[config.mk]
export PLATFORM = sky130hd
export DESIGN_NAME = polygon_centroid_flat
export DESIGN_NICKNAME = d
export VERILOG_FILES = /design/src/pcent_pkg.sv /design/src/pcent_vert_if.sv /design/src/pcent_res_if.sv /design/src/polygon_centroid.sv /design/src/flat_wrapper.sv
export SDC_FILE = /design/constraint.sdc
export NUM_CORES = 2
export LEC_CHECK = 0
export BUFFER_PORTS_ARGS = -buffer_cell sky130_fd_sc_hd__buf_2
export CORE_MARGIN = 2
export CORE_UTILIZATION = 55
export DETAILED_ROUTE_END_ITERATION = 10
export HOLD_SLACK_MARGIN = 0.08
export PLACE_DENSITY_LB_ADDON = 0.12
export SYNTH_ARGS = -nofsm -noshare
export SYNTH_HDL_FRONTEND = slang
export SYNTH_SLANG_ARGS = --single-unit
export TNS_END_PERCENT = 30
[constraint.sdc]
create_clock -name clk_i -period 11.1 [get_ports clk_i]
set_input_delay 2.22 -clock clk_i [delete_from_list [all_inputs] [get_ports clk_i]]
set_output_delay 2.22 -clock clk_i [all_outputs]
set_load 0.01 [all_outputs]
[src/pcent_pkg.sv]
// ----------------------------------------------------------------------------
// pcent_pkg
// shared types and constants for the polygon centroid block
// ----------------------------------------------------------------------------
package pcent_pkg;

  // coordinate word width, fixed by the vertex and centroid formats
  localparam int DATA_W           = 16;
  localparam int MAX_VERTICES_DEF = 1024;
  localparam int COORD_BITS_DEF   = 16;

  typedef logic signed [DATA_W-1:0] coord_t;

  typedef struct packed {
    coord_t vert_x;
    coord_t vert_y;
    coord_t vert_z;
    logic   last_vertex;
  } vert_t;

  typedef struct packed {
    coord_t centroid_x;
    coord_t centroid_y;
    coord_t centroid_z;
    logic   degenerate;
    logic   overflowed;
  } cent_t;

  typedef enum logic [3:0] {
    ST_IDLE,
    ST_CLOSE,
    ST_CROSS0,
    ST_CROSS1,
    ST_CROSS2,
    ST_MOMX,
    ST_MOMY,
    ST_MOMY_ACC,
    ST_DIV_D3,
    ST_DIV_LD,
    ST_DIV_RUN,
    ST_DIV_END,
    ST_OUT
  } state_e;

endpackage

[src/pcent_vert_if.sv]
// ----------------------------------------------------------------------------
// pcent_vert_if
// valid/ready channel carrying one polygon vertex word
// ----------------------------------------------------------------------------
interface pcent_vert_if;
  import pcent_pkg::*;

  logic  valid;
  logic  ready;
  vert_t data;

  modport source (output valid, output data, input ready);
  modport sink   (input valid, input data, output ready);
endinterface

[src/pcent_res_if.sv]
// ----------------------------------------------------------------------------
// pcent_res_if
// valid/ready channel carrying one centroid result word
// ----------------------------------------------------------------------------
interface pcent_res_if;
  import pcent_pkg::*;

  logic  valid;
  logic  ready;
  cent_t data;

  modport source (output valid, output data, input ready);
  modport sink   (input valid, input data, output ready);
endinterface

[src/polygon_centroid.sv]
// ----------------------------------------------------------------------------
// polygon_centroid
// shoelace centroid of a closed polygon, vertices streamed one word at a time
// ----------------------------------------------------------------------------
//
//  channel   dir  word                                       taken when
//  --------  ---  -----------------------------------------  -----------------
//  vert_i    in   vert_x, vert_y, vert_z, last_vertex        valid && ready
//  res_o     out  centroid_x/y/z, degenerate, overflowed     valid && ready
//
//  a vertex that adds an edge is accepted, then goes through the steps on
//  the one shared 17x33 multiplier (two cross products, two moments)
//  the first vertex, or one past MAX_VERTICES, adds no edge of its own
//  the last vertex adds the closing edge, then the x and y quotients are formed
//  in turn in the shared radix-2 restoring divider
//  the result sits in an output register; a new polygon is taken while it waits
//  reset clears the control state and accumulators at once, no clearing pass
//
module polygon_centroid #(
  parameter int MAX_VERTICES = pcent_pkg::MAX_VERTICES_DEF,
  parameter int COORD_BITS   = pcent_pkg::COORD_BITS_DEF
) (
  input  logic         clk_i,
  input  logic         rst_ni,
  pcent_vert_if.sink   vert_i,
  pcent_res_if.source  res_o
);
  import pcent_pkg::*;

  // accumulator widths
  localparam int CNTW = $clog2(MAX_VERTICES + 1);   // vertex count
  localparam int SW   = DATA_W + 1;                 // coordinate sum
  localparam int PW   = 2 * DATA_W + 1;             // cross product
  localparam int PRW  = SW + PW;                    // multiplier product
  localparam int AW   = PW + CNTW;                  // twice area
  localparam int MW   = PRW + CNTW;                 // moments
  localparam int D3W  = AW + 2;                     // three times twice area
  localparam int DW   = AW + 1;                     // divisor magnitude
  localparam int CTW  = $clog2(MW);                 // divider step count

  localparam logic [CNTW-1:0]   MAXC   = CNTW'(MAX_VERTICES);
  localparam logic [CTW-1:0]    LAST_STEP = CTW'(MW - 1);
  localparam logic [MW-1:0]     QLIM   = {{(MW-1){1'b0}}, 1'b1} << (COORD_BITS - 1);
  localparam logic [DATA_W-1:0] C_LIM  = QLIM[DATA_W-1:0];
  localparam logic [DATA_W-1:0] C_HI   = C_LIM - DATA_W'(1);
  localparam logic [DATA_W-1:0] C_LO   = ~C_HI;

  // control state
  state_e              state_q, state_d;
  logic [CNTW-1:0]     count_q, count_d;
  logic                dropped_q, dropped_d;
  logic                last_q, last_d;       // current vertex ends the polygon
  logic                closing_q, closing_d; // edge in flight is the closing edge
  logic                out_valid_q, out_valid_d;

  // vertex registers
  coord_t              first_x_q, first_x_d, first_y_q, first_y_d, first_z_q, first_z_d;
  coord_t              prev_x_q, prev_x_d, prev_y_q, prev_y_d;
  coord_t              ex0_q, ex0_d, ey0_q, ey0_d, ex1_q, ex1_d, ey1_q, ey1_d;

  // accumulators
  logic signed [PRW-1:0] p_q, p_d;
  logic signed [PW-1:0]  a_q, a_d;
  logic signed [AW-1:0]  area_q, area_d;
  logic signed [MW-1:0]  mx_q, mx_d, my_q, my_d;

  // divider
  logic signed [D3W-1:0] d3_q, d3_d;
  logic [DW-1:0]         dmag_q, dmag_d;
  logic [DW-1:0]         rem_q, rem_d;
  logic [MW-1:0]         quo_q, quo_d;
  logic                  qneg_q, qneg_d;
  logic [CTW-1:0]        dcnt_q, dcnt_d;
  logic                  sel_y_q, sel_y_d;

  // result
  coord_t                cx_q, cx_d, cy_q, cy_d;
  logic                  sat_q, sat_d;
  logic                  degen_q, degen_d;
  cent_t                 out_q, out_d;

  // shared multiplier
  logic signed [SW-1:0]  op_a;
  logic signed [PW-1:0]  op_b;
  logic signed [SW-1:0]  sum_x, sum_y;

  // helper values
  logic                  vert_acc;
  logic                  out_free;
  logic signed [D3W-1:0] area_ext, d3_abs;
  logic signed [MW-1:0]  num, num_abs;
  logic [DW:0]           rem_sh;
  logic [DW+1:0]         diff;
  logic                  qbit;
  coord_t                qval, qres;
  logic                  qsat;

  assign vert_i.ready = (state_q == ST_IDLE);
  assign vert_acc     = vert_i.valid && vert_i.ready;
  assign out_free     = !out_valid_q || res_o.ready;
  assign res_o.valid  = out_valid_q;
  assign res_o.data   = out_q;

  // edge sums for the moments
  assign sum_x = {ex0_q[DATA_W-1], ex0_q} + {ex1_q[DATA_W-1], ex1_q};
  assign sum_y = {ey0_q[DATA_W-1], ey0_q} + {ey1_q[DATA_W-1], ey1_q};

  // operand select for the shared multiplier
  always_comb begin
    op_a = '0;
    op_b = '0;
    case (state_q)
      ST_CROSS0: begin
        op_a = {ex0_q[DATA_W-1], ex0_q};
        op_b = {{(PW-DATA_W){ey1_q[DATA_W-1]}}, ey1_q};
      end
      ST_CROSS1: begin
        op_a = {ex1_q[DATA_W-1], ex1_q};
        op_b = {{(PW-DATA_W){ey0_q[DATA_W-1]}}, ey0_q};
      end
      ST_MOMX: begin
        op_a = sum_x;
        op_b = a_q;
      end
      ST_MOMY: begin
        op_a = sum_y;
        op_b = a_q;
      end
      default: begin
        op_a = '0;
        op_b = '0;
      end
    endcase
  end

  assign p_d = op_a * op_b;

  // divider step and quotient clamp
  assign area_ext = {{2{area_q[AW-1]}}, area_q};
  assign d3_abs   = d3_q[D3W-1] ? -d3_q : d3_q;
  assign num      = sel_y_q ? my_q : mx_q;
  assign num_abs  = num[MW-1] ? -num : num;
  assign rem_sh   = {rem_q, quo_q[MW-1]};
  assign diff     = {1'b0, rem_sh} - {2'b00, dmag_q};
  assign qbit     = !diff[DW+1];
  assign qval     = quo_q[DATA_W-1:0];

  always_comb begin
    qsat = 1'b0;
    qres = qval;
    if (!qneg_q) begin
      if (quo_q >= QLIM) begin
        qsat = 1'b1;
        qres = C_HI;
      end
    end else begin
      if (quo_q > QLIM) begin
        qsat = 1'b1;
        qres = C_LO;
      end else begin
        qres = -qval;
      end
    end
  end

  // next state
  always_comb begin
    state_d = state_q;
    unique case (state_q)
      ST_IDLE: begin
        if (vert_acc) begin
          if (count_q < MAXC && count_q != '0) begin
            state_d = ST_CROSS0;
          end else if (vert_i.data.last_vertex) begin
            state_d = ST_CLOSE;
          end
        end
      end
      ST_CLOSE:    state_d = ST_CROSS0;
      ST_CROSS0:   state_d = ST_CROSS1;
      ST_CROSS1:   state_d = ST_CROSS2;
      ST_CROSS2:   state_d = ST_MOMX;
      ST_MOMX:     state_d = ST_MOMY;
      ST_MOMY:     state_d = ST_MOMY_ACC;
      ST_MOMY_ACC: begin
        if (closing_q) begin
          state_d = ST_DIV_D3;
        end else if (last_q) begin
          state_d = ST_CLOSE;
        end else begin
          state_d = ST_IDLE;
        end
      end
      ST_DIV_D3: begin
        // zero area skips the divider
        state_d = (area_q == '0) ? ST_OUT : ST_DIV_LD;
      end
      ST_DIV_LD:   state_d = ST_DIV_RUN;
      ST_DIV_RUN: begin
        if (dcnt_q == LAST_STEP) begin
          state_d = ST_DIV_END;
        end
      end
      ST_DIV_END:  state_d = sel_y_q ? ST_OUT : ST_DIV_LD;
      ST_OUT: begin
        if (out_free) begin
          state_d = ST_IDLE;
        end
      end
      default:     state_d = ST_IDLE;
    endcase
  end

  // datapath and outputs
  always_comb begin
    count_d     = count_q;
    dropped_d   = dropped_q;
    last_d      = last_q;
    closing_d   = closing_q;
    out_valid_d = out_valid_q && !res_o.ready;
    first_x_d   = first_x_q;
    first_y_d   = first_y_q;
    first_z_d   = first_z_q;
    prev_x_d    = prev_x_q;
    prev_y_d    = prev_y_q;
    ex0_d       = ex0_q;
    ey0_d       = ey0_q;
    ex1_d       = ex1_q;
    ey1_d       = ey1_q;
    a_d         = a_q;
    area_d      = area_q;
    mx_d        = mx_q;
    my_d        = my_q;
    d3_d        = d3_q;
    dmag_d      = dmag_q;
    rem_d       = rem_q;
    quo_d       = quo_q;
    qneg_d      = qneg_q;
    dcnt_d      = dcnt_q;
    sel_y_d     = sel_y_q;
    cx_d        = cx_q;
    cy_d        = cy_q;
    sat_d       = sat_q;
    degen_d     = degen_q;
    out_d       = out_q;

    unique case (state_q)
      ST_IDLE: begin
        if (vert_acc) begin
          last_d = vert_i.data.last_vertex;
          if (count_q >= MAXC) begin
            dropped_d = 1'b1;
          end else begin
            if (count_q == '0) begin
              first_x_d = vert_i.data.vert_x;
              first_y_d = vert_i.data.vert_y;
              first_z_d = vert_i.data.vert_z;
            end else begin
              ex0_d = prev_x_q;
              ey0_d = prev_y_q;
              ex1_d = vert_i.data.vert_x;
              ey1_d = vert_i.data.vert_y;
            end
            prev_x_d = vert_i.data.vert_x;
            prev_y_d = vert_i.data.vert_y;
            count_d  = count_q + CNTW'(1);
          end
        end
      end
      ST_CLOSE: begin
        // ring closes from the last held vertex back to the first
        ex0_d     = prev_x_q;
        ey0_d     = prev_y_q;
        ex1_d     = first_x_q;
        ey1_d     = first_y_q;
        closing_d = 1'b1;
      end
      ST_CROSS0: begin
      end
      ST_CROSS1: a_d = p_q[PW-1:0];
      ST_CROSS2: a_d = a_q - p_q[PW-1:0];
      ST_MOMX:   area_d = area_q + {{(AW-PW){a_q[PW-1]}}, a_q};
      ST_MOMY:   mx_d = mx_q + {{(MW-PRW){p_q[PRW-1]}}, p_q};
      ST_MOMY_ACC: begin
        my_d = my_q + {{(MW-PRW){p_q[PRW-1]}}, p_q};
      end
      ST_DIV_D3: begin
        closing_d = 1'b0;
        degen_d   = (area_q == '0);
        sat_d     = 1'b0;
        sel_y_d   = 1'b0;
        cx_d      = '0;
        cy_d      = '0;
        d3_d      = area_ext + {area_ext[D3W-2:0], 1'b0};
      end
      ST_DIV_LD: begin
        dmag_d = d3_abs[DW-1:0];
        quo_d  = num_abs;
        rem_d  = '0;
        dcnt_d = '0;
        qneg_d = num[MW-1] ^ d3_q[D3W-1];
      end
      ST_DIV_RUN: begin
        rem_d  = qbit ? diff[DW-1:0] : rem_sh[DW-1:0];
        quo_d  = {quo_q[MW-2:0], qbit};
        dcnt_d = dcnt_q + CTW'(1);
      end
      ST_DIV_END: begin
        if (sel_y_q) begin
          cy_d = qres;
        end else begin
          cx_d = qres;
        end
        sat_d   = sat_q | qsat;
        sel_y_d = 1'b1;
      end
      ST_OUT: begin
        if (out_free) begin
          out_d.centroid_x = cx_q;
          out_d.centroid_y = cy_q;
          out_d.centroid_z = first_z_q;
          out_d.degenerate = degen_q;
          out_d.overflowed = sat_q | dropped_q;
          out_valid_d      = 1'b1;
          // polygon state back to reset for the next ring
          count_d   = '0;
          dropped_d = 1'b0;
          last_d    = 1'b0;
          area_d    = '0;
          mx_d      = '0;
          my_d      = '0;
        end
      end
      default: begin
      end
    endcase
  end

  // control and accumulator registers
  always_ff @(posedge clk_i or negedge rst_ni) begin
    if (!rst_ni) begin
      state_q     <= ST_IDLE;
      count_q     <= '0;
      dropped_q   <= 1'b0;
      last_q      <= 1'b0;
      closing_q   <= 1'b0;
      out_valid_q <= 1'b0;
      area_q      <= '0;
      mx_q        <= '0;
      my_q        <= '0;
    end else begin
      state_q     <= state_d;
      count_q     <= count_d;
      dropped_q   <= dropped_d;
      last_q      <= last_d;
      closing_q   <= closing_d;
      out_valid_q <= out_valid_d;
      area_q      <= area_d;
      mx_q        <= mx_d;
      my_q        <= my_d;
    end
  end

  // payload registers
  always_ff @(posedge clk_i) begin
    first_x_q <= first_x_d;
    first_y_q <= first_y_d;
    first_z_q <= first_z_d;
    prev_x_q  <= prev_x_d;
    prev_y_q  <= prev_y_d;
    ex0_q     <= ex0_d;
    ey0_q     <= ey0_d;
    ex1_q     <= ex1_d;
    ey1_q     <= ey1_d;
    p_q       <= p_d;
    a_q       <= a_d;
    d3_q      <= d3_d;
    dmag_q    <= dmag_d;
    rem_q     <= rem_d;
    quo_q     <= quo_d;
    qneg_q    <= qneg_d;
    dcnt_q    <= dcnt_d;
    sel_y_q   <= sel_y_d;
    cx_q      <= cx_d;
    cy_q      <= cy_d;
    sat_q     <= sat_d;
    degen_q   <= degen_d;
    out_q     <= out_d;
  end

endmodule

[src/flat_wrapper.sv]
// flat-port wrapper written by rule: the top's interface ports become plain ports
module polygon_centroid_flat import pcent_pkg::*;
#(
  parameter int MAX_VERTICES = pcent_pkg::MAX_VERTICES_DEF,
  parameter int COORD_BITS   = pcent_pkg::COORD_BITS_DEF
)
  (clk_i, rst_ni, vert_i_valid, vert_i_data, vert_i_ready, res_o_valid, res_o_data, res_o_ready);
  pcent_vert_if vert_i_i ();
  pcent_res_if res_o_i ();
  input  logic clk_i;
  input  logic rst_ni;
  input wire logic [$bits(vert_i_i.valid)-1:0] vert_i_valid;
  input wire logic [$bits(vert_i_i.data)-1:0] vert_i_data;
  output wire logic [$bits(vert_i_i.ready)-1:0] vert_i_ready;
  output wire logic [$bits(res_o_i.valid)-1:0] res_o_valid;
  output wire logic [$bits(res_o_i.data)-1:0] res_o_data;
  input wire logic [$bits(res_o_i.ready)-1:0] res_o_ready;
  assign vert_i_i.valid = vert_i_valid;
  assign vert_i_i.data = vert_i_data;
  assign vert_i_ready = vert_i_i.ready;
  assign res_o_valid = res_o_i.valid;
  assign res_o_data = res_o_i.data;
  assign res_o_i.ready = res_o_ready;
  polygon_centroid #(.MAX_VERTICES(MAX_VERTICES), .COORD_BITS(COORD_BITS)) u_core (.clk_i(clk_i), .rst_ni(rst_ni), .vert_i(vert_i_i), .res_o(res_o_i));
endmodule
==> metrics.txt <==
status finished, final reports clean; RSZ-0062 raised after global routing no; pre-CTS setup slack roughly 650 ps; DRC 0; net count after synthesis 7881; Hold WS around 410 ps; gpl congestion 0.9650; worst hold start u_core.prev_y_q[8]; skew final 30.75 ps; Non-Filler Instances approximately 8400; first-pass GRT wire length between 200000 and 300000 µm; Critical Path Max Stage Delay 550 ps; worst-path maximum fanout 31; CTS Buffer Depth 3; initial antenna violation count 1; Final Worst Setup Slack around 760 ps; max cap viols 0; DR vias/cell between 5 and 6; Reg clk slew, reported paths 60 ps; Gate Count Post-Synth between 6000 and 7000; number of synthesized register bits about 700; final hold vios 0; count of final max-slew check failures 0; sequential share of the synthesized area 30.67%; area growth from synthesis to layout 8.088%; worst slew pin tran between 1000 and 1500 ps; Placed Instances 8254; PortBufs 104; HP Class reg2reg; Initial DRC Count approximately 3700; Initial Util a little under three fifths; H-tree depth reported by CTS 3; core area between 0.1 and 0.15 mm²; ant diodes 0; via count approximately 50000; total routed wirelength 164600 µm; CP Launch Point u_core.ex1_q[0]; Ys Warns 0; Pre-antenna DRT Iters 6; Crit Path Class reg2reg; type of origin of the critical path flip-flop; Worst Path Required 11640 ps; CTS tree done; worst flop-to-flop path startpoint u_core.ex1_q[0]; GRT Total Usage about 28%; vias in the first global route ~49000; total gr overflow 0; Die W around 350 µm; die area 0.1191 mm²; crit path time final just over 10000 ps; setup TNS 0 ps; clk root buf clkbuf_16; Die H ~350 µm; share of cells above drive strength 1 under 10%; critical path's slowest cell fa_1; DR WL/cell roughly 20 µm; dpl hpwl around 130000 µm; CP endpoint kind flip-flop; Nets just under 8000; CP Data Arrival Time around 11000 ps; Detail Route Antenna Nets 0; Clock Latency Late Sink ~670 ps; CP dominant cell by count fa_1; # IOs roughly 110; pin count of the biggest net entering global routing approximately 110; crit share post-route 93.18%; Slew HR about 30%; row count 125; Fmax a little under 100 MHz; async set-reset flop share out of synthesis between 20% and 30%; Cell Area, Synth approximately 0.064 mm²; Post-synth EDFFs 466; synth unique cells 96; predominant post-synthesis flop cell edfxtp_1; synthesized area per cell approximately 9.4 µm²; number of clock sinks roughly 700; TritonCTS Buffers slightly above 80; final setup fails 0
==> critical path, delay by kind of cell (launching register included) <==
family / cells / cell delay [ps]
buf+inv: 4 / 500
xor+xnor: 2 / 310
simple gates: 3 / 570
fa+ha+maj: 9 / 3930
compound gates: 19 / 4460
flops: 1 / 430
==> logic make-up after synthesis <==
logic type | Yosys count | share of synthesized area [%]
AO/OA/AOI/OAI | 1482 | 14.50
XOR/XNOR | 439 | 6.009
adder cells (fa/ha/maj) | 1005 | 26.05
buffers and inverters | 1073 | 6.344
flip-flops | 701 | 30.67
multiplexers | 142 | 2.315
AND/OR/NAND/NOR | 1981 | 14.12
==> sequential cells by signal, summed over array words and instances (netlist names), 33 cells and up <==
signal / flops
u_core.d3_q: 46
u_core.a_q: 33
u_core.rem_q: 45
u_core.res_o.data: 50
u_core.my_q: 61
u_core.mx_q: 61
u_core.quo_q: 61
u_core.p_q: 50
u_core.dmag_q: 45
u_core.area_q: 44
==> Yosys cell counts (all sizes together) (44+ instances only) <==
library cell  instances  area, µm²
xnor2               261       2286
nand2b               76      475.5
a31oi                55      350.3
a21oi               362       1812
mux2                 48      540.5
dfxtp                50       1001
nor2                575       2166
nor3                 71      355.3
nand3               185      938.4
edfxtp              466      13990
ha                  460       5756
nor2b                57      356.6
clkbuf              231      867.1
nand2               709       2664
and3                 47      295.3
dfrtp               185       4629
xor2                178       1559
a21o                218       1637
o21bai               44      330.3
fa                  545      10910
nand4                49      312.8
o21ai               460       2302
mux2i                94      940.9
inv                 814       3055
and2                 66      412.9
==> cells in the final DEF (no fill, tap or decap), types with 49 or more instances in the layout <==
cell type	n
a21o_1	218
a21oi_1	360
a31oi_1	53
and2_1	66
buf_2	103
buf_4	60
clkbuf_16	87
dfrtp_1	185
dfxtp_1	49
edfxtp_1	466
fa_1	545
ha_1	460
inv_1	813
mux2i_1	93
nand2_1	704
nand2b_1	76
nand3_1	183
nor2_1	565
nor2b_1	56
nor3_1	68
o21ai_0	435
xnor2_1	261
xor2_1	178
==> per-stage QoR <==
| stage | util (%) | cell area (µm²) |
|---|---|---|
| finish | 59.76 | 69160 |
| detailed placement | 57.13 | 66120 |
| global route | 59.76 | 69160 |
| global placement | 57.13 | 66120 |
| CTS | 59.75 | 69150 |
| floorplan | - | 63980 |
==> path summary, 6_finish.rpt <==
kind	end	slack [ps]	cells after the start
worst max-delay path	u_core.p_q[47]	760	37
worst min-delay path	u_core.ey0_q[8]	410	0
worst max register to register	u_core.p_q[47]	760	37
worst min register to register	u_core.ey0_q[8]	410	0
max in group asynchronous	u_core.mx_q[58]	8090	2
min in group asynchronous	u_core.area_q[41]	1600	1
==> routing by layer <==
metal  part of all wire, %  routed length, µm  track usage [%]
met5                     0                  0                0
met4                   2.8               4624            7.814
met1                    46              75790            39.78
met3                   6.6              10800            4.691
met2                    45              73340            43.94
==> what timing repair did <==
item,4_1_cts,5_1_grt
resized for setup,0,2
endpoints found under the hold margin,0,0
setup buffers,0,0
endpoints found under the setup margin,0,2
hold buffers,0,0
==> cell type report <==
type / instances / area (µm²)
repair buffers: 165 / 991.0
clock buffers: 105 / 2325
inverters: 815 / 3059
well taps: 1524 / 1907
fillers: 9997 / 46580
clock inverters: 48 / 708.2
multi-input cells: 5049 / 40540
flip-flops and latches: 701 / 19630
Power is not shown: default switching activity piles up to over one toggle a cycle in this logic, so the estimate is an artifact.
